[config.mk]
export PLATFORM = sky130hd
export DESIGN_NAME = priority_queue_linear_scan
export DESIGN_NICKNAME = d
export VERILOG_FILES = /design/src/rtl/core/pqls_pkg.sv /design/src/rtl/core/pqls_store.sv /design/src/rtl/core/priority_queue_linear_scan.sv
export SDC_FILE = /design/constraint.sdc
export NUM_CORES = 1
export LEC_CHECK = 0
export ABC_AREA = 0
export BUFFER_PORTS_ARGS = -buffer_cell sky130_fd_sc_hd__buf_2
export CAP_MARGIN = 20
export CORE_MARGIN = 4
export CORE_UTILIZATION = 65
export CTS_BUF_LIST = sky130_fd_sc_hd__clkbuf_4
export CTS_CLUSTER_SIZE = 14
export DETAILED_ROUTE_END_ITERATION = 8
export PLACE_DENSITY_LB_ADDON = 0.05
export SYNTH_ARGS = -nofsm -noshare
export SYNTH_HDL_FRONTEND = slang
export SYNTH_SLANG_ARGS = --single-unit
[constraint.sdc]
create_clock -name clk_i -period 14.7 [get_ports clk_i]
set_input_delay 2.205 -clock clk_i [delete_from_list [all_inputs] [get_ports clk_i]]
set_output_delay 2.205 -clock clk_i [all_outputs]
set_load 0.005 [all_outputs]
[src/rtl/core/pqls_pkg.sv]
// ----------------------------------------------------------------------------
// pqls_pkg
// Shared types and constants of the linear-scan priority queue.
// ----------------------------------------------------------------------------
package pqls_pkg;

  localparam int unsigned PQ_CAPACITY = 16;
  localparam int unsigned DATA_W      = 32;
  localparam int unsigned OCC_W       = 5;

  typedef enum logic {
    REQ_ENQ = 1'b0,
    REQ_DEQ = 1'b1
  } req_type_e;

  typedef enum logic [1:0] {
    ST_DONE  = 2'd0,
    ST_EMPTY = 2'd1,
    ST_FULL  = 2'd2
  } status_e;

  typedef struct packed {
    logic                     req_type;
    logic signed [DATA_W-1:0] item_value;
    logic signed [DATA_W-1:0] item_priority;
  } req_t;

  typedef struct packed {
    logic [1:0]               status;
    logic signed [DATA_W-1:0] removed_value;
    logic signed [DATA_W-1:0] removed_priority;
    logic [OCC_W-1:0]         occupancy;
  } rsp_t;

  typedef struct packed {
    logic signed [DATA_W-1:0] value;
    logic signed [DATA_W-1:0] prio;
  } entry_t;

endpackage

[src/rtl/core/pqls_store.sv]
// ----------------------------------------------------------------------------
// pqls_store
// Entry memory: one write port, one read port with registered read data.
// ----------------------------------------------------------------------------
module pqls_store
  import pqls_pkg::*;
#(
  parameter int unsigned DEPTH = PQ_CAPACITY,
  localparam int unsigned AW   = $clog2(DEPTH)
) (
  input  logic          clk_i,
  input  logic          wr_en_i,
  input  logic [AW-1:0] wr_addr_i,
  input  entry_t        wr_data_i,
  input  logic [AW-1:0] rd_addr_i,
  output entry_t        rd_data_o
);

  entry_t mem [DEPTH];
  entry_t rd_data_q;

  always_ff @(posedge clk_i) begin
    if (wr_en_i) begin
      mem[wr_addr_i] <= wr_data_i;
    end
  end

  always_ff @(posedge clk_i) begin
    rd_data_q <= mem[rd_addr_i];
  end

  assign rd_data_o = rd_data_q;

endmodule

[src/rtl/core/priority_queue_linear_scan.sv]
// ----------------------------------------------------------------------------
// priority_queue_linear_scan
// Bounded priority queue over an unsorted entry memory, served by a scan.
//
// A request beat is taken at a clock edge with start high and busy low.
// Enqueue appends the pair; on a full queue it is dropped with status full.
// Dequeue reads every held entry through one compare unit, picks the largest
// signed priority (oldest wins a tie), then closes the gap one entry a cycle.
// Each beat gives exactly one result, shown on rsp_o for one cycle with
// done_o high; the receiver cannot stall it and must take it then.
// Enqueue and dequeue on empty give the result in the cycle after the
// request and keep busy low. A dequeue on a held queue scans every entry,
// then shifts each entry behind the winner down by one, and gives the
// result when the shift is through; the single memory read port and the
// shared compare make both serial. busy is high for the whole dequeue.
// Reset empties the queue; the entry memory needs no clearing.
// ----------------------------------------------------------------------------
module priority_queue_linear_scan
  import pqls_pkg::*;
#(
  parameter int unsigned CAPACITY = PQ_CAPACITY
) (
  input  logic clk_i,
  input  logic rst_ni,
  input  logic start,
  output logic busy,
  input  req_t req_i,
  output logic done_o,
  output rsp_t rsp_o
);

  localparam int unsigned IW = $clog2(CAPACITY);
  localparam int unsigned CW = $clog2(CAPACITY + 1);

  typedef enum logic [1:0] {
    S_IDLE,
    S_SCAN,
    S_SHIFT
  } state_e;

  state_e          state_q;
  logic [CW-1:0]   count_q;
  logic [CW-1:0]   ptr_q;
  logic            pend_q;
  logic [CW-1:0]   pidx_q;
  logic [CW-1:0]   best_idx_q;
  entry_t          best_q;
  logic            done_q;
  rsp_t            rsp_q;

  logic            wr_en;
  logic [IW-1:0]   wr_addr;
  entry_t          wr_data;
  entry_t          rd_data;
  logic            take_best;
  logic            last_cmp;
  logic [CW-1:0]   nb_idx;
  logic            full;

  assign full      = (count_q == CW'(CAPACITY));
  assign take_best = pend_q && ((pidx_q == '0) || (rd_data.prio > best_q.prio));
  assign last_cmp  = pend_q && (pidx_q == count_q - CW'(1));
  assign nb_idx    = take_best ? pidx_q : best_idx_q;

  always_comb begin
    wr_en   = 1'b0;
    wr_addr = count_q[IW-1:0];
    wr_data = '{value: req_i.item_value, prio: req_i.item_priority};
    unique case (state_q)
      S_IDLE: begin
        if (start && (req_i.req_type == REQ_ENQ) && !full) begin
          wr_en = 1'b1;
        end
      end
      S_SHIFT: begin
        if (pend_q) begin
          wr_en   = 1'b1;
          wr_addr = IW'(pidx_q - CW'(1));
          wr_data = rd_data;
        end
      end
      default: ;
    endcase
  end

  pqls_store #(
    .DEPTH (CAPACITY)
  ) u_store (
    .clk_i     (clk_i),
    .wr_en_i   (wr_en),
    .wr_addr_i (wr_addr),
    .wr_data_i (wr_data),
    .rd_addr_i (ptr_q[IW-1:0]),
    .rd_data_o (rd_data)
  );

  always_ff @(posedge clk_i or negedge rst_ni) begin
    if (!rst_ni) begin
      state_q    <= S_IDLE;
      count_q    <= '0;
      ptr_q      <= '0;
      pend_q     <= 1'b0;
      pidx_q     <= '0;
      best_idx_q <= '0;
      best_q     <= '0;
      done_q     <= 1'b0;
      rsp_q      <= '0;
    end else begin
      done_q <= 1'b0;
      unique case (state_q)
        S_IDLE: begin
          if (start) begin
            if (req_i.req_type == REQ_ENQ) begin
              done_q                 <= 1'b1;
              rsp_q.removed_value    <= '0;
              rsp_q.removed_priority <= '0;
              if (full) begin
                rsp_q.status    <= ST_FULL;
                rsp_q.occupancy <= OCC_W'(count_q);
              end else begin
                rsp_q.status    <= ST_DONE;
                rsp_q.occupancy <= OCC_W'(count_q + CW'(1));
                count_q         <= count_q + CW'(1);
              end
            end else if (count_q == '0) begin
              done_q                 <= 1'b1;
              rsp_q.status           <= ST_EMPTY;
              rsp_q.removed_value    <= '0;
              rsp_q.removed_priority <= '0;
              rsp_q.occupancy        <= '0;
            end else begin
              state_q <= S_SCAN;
              ptr_q   <= '0;
              pend_q  <= 1'b0;
            end
          end
        end
        S_SCAN: begin
          if (ptr_q != count_q) begin
            ptr_q  <= ptr_q + CW'(1);
            pend_q <= 1'b1;
            pidx_q <= ptr_q;
          end else begin
            pend_q <= 1'b0;
          end
          if (take_best) begin
            best_q     <= rd_data;
            best_idx_q <= pidx_q;
          end
          if (last_cmp) begin
            state_q <= S_SHIFT;
            ptr_q   <= nb_idx + CW'(1);
            pend_q  <= 1'b0;
          end
        end
        S_SHIFT: begin
          if (ptr_q != count_q) begin
            ptr_q  <= ptr_q + CW'(1);
            pend_q <= 1'b1;
            pidx_q <= ptr_q;
          end else begin
            pend_q                 <= 1'b0;
            count_q                <= count_q - CW'(1);
            done_q                 <= 1'b1;
            rsp_q.status           <= ST_DONE;
            rsp_q.removed_value    <= best_q.value;
            rsp_q.removed_priority <= best_q.prio;
            rsp_q.occupancy        <= OCC_W'(count_q - CW'(1));
            state_q                <= S_IDLE;
          end
        end
        default: state_q <= S_IDLE;
      endcase
    end
  end

  assign busy   = (state_q != S_IDLE);
  assign done_o = done_q;
  assign rsp_o  = rsp_q;

endmodule
; ---- Yosys cells after proc, flatten, opt, wreduce, memory -nomap -nowiden
; Memory sizes are Yosys's and may differ from the RTL's. A register that Yosys moved wholly into a read port is not among the register bits.
; Index checks and enable logic that the tools add are counted.
[op_classes]
addsub = 5
n_mul = 0
div_mod_pow = 0
n_lt_le_gt_ge = 1
n_eq_ne = 12
n_shift = 0
muxes = 44
bitwise = 1
n_reduce_logical = 19
[ops]
columns = op, count
row1 = $mux 71, 4
row2 = $pmux 71 s2, 1
row3 = $mux 64, 2
row4 = $mux 5, 10
row5 = $gt 32x32->1, 1
row6 = $add 5x1->5 const B, 3
row7 = $pmux 5 s3, 1
row8 = $mux 1, 13
row9 = $mux 2, 6
row10 = $ne 2x2->1 const B, 6
row11 = $reduce_and 4->1, 3
row12 = $logic_not 5->1, 2
row13 = $pmux 5 s2, 1
row14 = $mux 4, 2
row15 = $pmux 2 s3, 1
row16 = $eq 5x5->1, 1
row17 = $eq 5x5->1 const B, 1
row18 = $ne 5x5->1, 1
row19 = $reduce_and 5->1, 1
row20 = $sub 5x1->5 const B, 1
row21 = $logic_and 1x1->1, 4
row22 = $pmux 1 s2, 2
row23 = $reduce_and 2->1, 2
row24 = $reduce_bool 2->1, 2
row25 = 11 further kinds, 11
[totals]
register_bits = 159
latch_bits = 0
mem_bits_rw = 1024
mem_bits_ro = 0
inputBits = 68
word_cells = 96
mem_count = 1
[memory_table]
columns = memory, words, word_bits, rd, rd_clocked_by_memory_dff, write_ports, line_no
row1 = u_store.mem, 16, 64, 1, 1, 1, pqls_store.sv:19  ; entry_t mem [DEPTH];

; ---- Logic depth before layout (Yosys ltp)
[depth]
ltp_word = 7
mapped_depth = 15
ltp_nobuf = 15

; ---- By module
; From an unflattened synthesis, not the netlist that was laid out.
[unflattened]
hier_cells = 2454
area_unflattened_um2 = 48163.7
[modules_own_cells]
columns = module, n_inst, cells_each, area_each_um2, seq_area_each_um2
row1 = pqls_store, 1, 1647, 39583.0, 32030.7
row2 = priority_queue_linear_scan, 1, 807, 8580.7, 3978.8

; ---- Worst setup path after synthesis
; OpenSTA, ideal clock, no wires.
[synth_path]
path_kind = input to register
from = in req_i[64] (netlist name)
to = mem u_store.mem[6][0] (netlist name), enable pin
t_arrival_ns = 5.721
required_ns = 14.214
setup_slack_ns = 8.493
path_stages = 4
path_cell_list = or2_2 > o21ai_0 > o21ai_0 > nor2_1
[synth_via]
elab_chain_len = 7
[synth_rtl]
columns = item, line_no
row1 = from (decl), priority_queue_linear_scan.sv:27  ; input req_t req_i,
row2 = $not 1->1, --
row3 = $logic_and 1x1->1 (2 in series), priority_queue_linear_scan.sv:71  ; if (start && (req_i.req_type == REQ_ENQ) && !full) begin
row4 = $mux 1, priority_queue_linear_scan.sv:71
row5 = $pmux 1 s2, priority_queue_linear_scan.sv:69  ; unique case (state_q)
row6 = $mux 1, pqls_store.sv:23  ; if (wr_en_i) begin
row7 = $mux 1 (implied by the code), pqls_store.sv:24  ; mem[wr_addr_i] <= wr_data_i;
row8 = to (decl), pqls_store.sv:19
; No other way between the ends.

; ---- Worst setup path in the final report
[layout_path]
from = reg state_q[0]
to = mem u_store.mem[4][46] (netlist name), enable pin
[layout_via]
elab_chain_len = 4
word_cells_on_any_way = 6
[layout_rtl]
columns = item, line_no
row1 = from (decl), priority_queue_linear_scan.sv:41  ; state_e state_q;
row2 = from (signal assigned), priority_queue_linear_scan.sv:99  ; state_q <= S_IDLE;
row3 = from (signal assigned), priority_queue_linear_scan.sv:132  ; state_q <= S_SCAN;
row4 = from (signal assigned), priority_queue_linear_scan.sv:151  ; state_q <= S_SHIFT;
row5 = $eq 2x2->1 / $logic_not 2->1 (equally long branches), priority_queue_linear_scan.sv:69
row6 = $pmux 1 s2, priority_queue_linear_scan.sv:69
row7 = $mux 1, pqls_store.sv:23
row8 = $mux 1 (implied by the code), pqls_store.sv:24
; Several ways; a longest one is shown, not always the timed one.

==> flow_summary.json <==
{
  "area.growth.synth_to_final_pct": 12.34,
  "die_x_um": 280.4,
  "critPathArrivalTime_ps": 6520,
  "slew_violations": 0,
  "cts_resized": 0,
  "cts_made_buffers": 322,
  "place_congestion": 0.8036,
  "synth_edf_count": 1024,
  "hp-class": "reg2reg",
  "cts_root_buffer": "clkbuf_4",
  "grt_pass1_wl_mm": 160.2,
  "worst_pin_slew_ps": 1049,
  "nets": 2939,
  "fin_crit_sh_pct": 39.83,
  "grt_usage_pct": 27.50,
  "io_buffers": 140,
  "detail-route-antenna-nets": 0,
  "finalWirelength_mm": 104.2,
  "pin_count": 141,
  "synth-seq-cells": 1247,
  "grt_max_degree": 96,
  "period_minus_slack_ps": 5855,
  "clkPwrFrac_pct": 31.0,
  "synth_fp_nets": 2559,
  "wl_per_cell_um": 25.87,
  "grt_remaining_overflow": 0,
  "synth_seq_area_share_pct": 74.65,
  "cts.sinks": 1247,
  "power_frac_comb_pct": 21.6,
  "place_area_um2": 50090,
  "grt_pass1_vias": 26748,
  "drtIter0Drc": 2568,
  "status": "complete, no violations",
  "p_int_mw": 6.764,
  "fin_setup_tns_ps": 0,
  "max_freq_mhz": 170.8,
  "finalHoldViolCount": 0,
  "max_cap_violations": 0,
  "path_clk_slew_ps": 60,
  "cts_tree": "yes",
  "yosys_warnings": 0,
  "dr.pass1.iters": 7,
  "drc": 0,
  "start_util_pct": 65.89,
  "syn_area_per_cell_um2": 19.70,
  "cts_setup_buffers": 0,
  "antenna_found_initial": 2,
  "fin_area_um2": 54190,
  "critPathKind": "reg2reg",
  "dp.final_hpwl_mm": 57.34,
  "coreArea_um2": 73210,
  "p_seq_share_pct": 47.4,
  "crit_fanout": 50,
  "start_kind": "register",
  "final_core_util_pct": 74.02,
  "synth_cell_types": 56,
  "leakage_nw": 19.02,
  "drive_above_1_share_pct": 36.79,
  "synth_area_um2": 48240,
  "clk_latency_ps": 1120,
  "dieHeight_um": 280.4,
  "dr_total_vias": 24982,
  "ys_async_sr_fraction_pct": 12.75,
  "htreeDepth": 5,
  "postCtsHoldBufs": 0,
  "power_density_nw_per_um2": 174.0,
  "swShare_pct": 28.25,
  "rsz0062_at_grt": "false",
  "syn_inst": 2449,
  "avgViaCountPerCell": 6.201,
  "clock_skew_ps": 79.34,
  "design.die.area_um2": 78640,
  "vdd_ir_drop_max_mv": 0.1076,
  "row_count": 99,
  "clockBufferDepth": 4,
  "critical_path_required_ps": 15370,
  "p_sw_mw": 2.663,
  "max-slew-margin-rel_pct": 30.06,
  "critPathCaptureType": "register",
  "final-setup-viol-count": 0,
  "synth_ff_type": "edfxtp_1"
}
placed cells by master (no fill, tap or decap), types with 37 or more instances in the layout:
master	n
edfxtp_1	1024
clkbuf_4	496
nand2_1	325
mux4_2	320
dfrtp_1	155
buf_2	139
mux2_2	66
dfxtp_1	64
o21ai_0	61
buf_4	45
clkinv_1	43
inv_1	42
ha_1	41
o31ai_1	37
final cells by class:
type | count | area [um2]
clock inverter | 62 | 356.6
multi-input combinational | 1030 | 11660
timing repair buffer | 185 | 1047
fill | 4274 | 19020
clock buffer | 496 | 3724
sequential | 1247 | 36020
antenna | 7 | 17.52
inverter | 43 | 161.4
tap | 959 | 1200
state kept, by name (all words and copies together), names as in the netlist:
register	cells
best_q	64
best_idx_q	5
ptr_q	5
u_store.rd_data_o	64
pend_q	1
pidx_q	5
state_q	2
u_store.mem	1024
done_o	1
count_q	5
rsp_o	71
cell families after synthesis:
kind of cell | count (synthesis) | synth area share (%)
DFF | 1247 | 74.65
and+or+nand+nor | 412 | 3.515
muxes | 400 | 16.89
buffers and inverters | 172 | 1.471
AOI/OAI and AO/OA | 155 | 2.010
adders and majority gates | 42 | 1.089
xor gates and xnor gates | 21 | 0.3813
critical path: stages (launching register included):
cell and delay [ps]:
dfrtp_1 400, inv_1 100, ha_2 170, buf_4 560, inv_2 550, nor2_4 690
buf_4 790, nand3_1 150, o31ai_1 110, nand2_1 300, nor2_4 820, buf_4 740
per-stage QoR:
step	cells	setup WS (ps)	power, mW	hold slack, ps
final	4029	8845	9.427	474.3
after global routing	4024	8570	9.921	495.7
after floorplan	2449	8493	5.978	463.7
after global placement	3463	8840	6.530	458.2
after CTS	4022	8832	9.519	479.1
after detailed placement	3464	8886	6.596	465.4
synthesized netlist by cell type (all sizes together), types with 2 or more instances:
cell / number / area share (%)
ha: 42 / 1.1
mux2: 77 / 1.9
nor3: 9 / 0.093
dfrtp: 159 / 8.2
dfxtp: 64 / 2.7
inv: 43 / 0.33
xnor2: 14 / 0.25
nor2: 26 / 0.20
buf: 53 / 0.54
nand2: 328 / 2.6
o311ai: 3 / 0.054
or2: 2 / 0.026
o211ai: 3 / 0.057
clkbuf: 76 / 0.59
a21o: 4 / 0.062
a21oi: 22 / 0.23
o31ai: 37 / 0.58
o21a: 2 / 0.031
and3: 3 / 0.039
mux2i: 3 / 0.062
mux4: 320 / 15
o211a: 2 / 0.042
nor2b: 4 / 0.052
edfxtp: 1024 / 64
o22ai: 3 / 0.039
nand3: 16 / 0.18
nand2b: 5 / 0.065
o21ai: 63 / 0.65
nand4: 8 / 0.10
a31oi: 4 / 0.052
and2: 4 / 0.052
xor2: 7 / 0.13
and4: 4 / 0.073
a21boi: 3 / 0.047
worst paths after layout:
check	from	endpoint	slack [ps]	cells after the start
worst min register to register	rsp_o[12]$_DFFE_PN0P_	rsp_o[12]$_DFFE_PN0P_	470	2
worst min-delay path	rsp_o[12]$_DFFE_PN0P_	rsp_o[12]$_DFFE_PN0P_	470	2
min in group asynchronous	rst_ni	rsp_o[3]$_DFFE_PN0P_	1190	1
worst max-delay path	state_q[0]$_DFFE_PN0P_	u_store.mem[4][46]$_DFFE_PP_	8850	11
max in group asynchronous	rst_ni	rsp_o[40]$_DFFE_PN0P_	11990	2
worst max register to register	state_q[0]$_DFFE_PN0P_	u_store.mem[4][46]$_DFFE_PP_	8850	11
metal layers:
layer / track usage (%) / wire length [um] / part of all wire (%) / vias to the layer above
met5: 0 / 0 / 0 / -
met4: 9.420 / 2263 / 2.2 / 0
met3: 4.601 / 6298 / 6.0 / 193
met2: 45.59 / 53370 / 51 / 978
met1: 38.24 / 42320 / 41 / 13054
li1: - / - / - / 10757
power groups by stage:
stage	Sequential, mW	Clock [mW]	Combinational [mW]
finish	4.47	2.92	2.04
floorplan	4.41	0	1.57
CTS	4.47	2.99	2.06
global placement	4.53	0	2.00
detailed placement	4.54	0	2.05
global route	4.50	3.20	2.22
No activity file was read; power rests on OpenSTA's default activity.
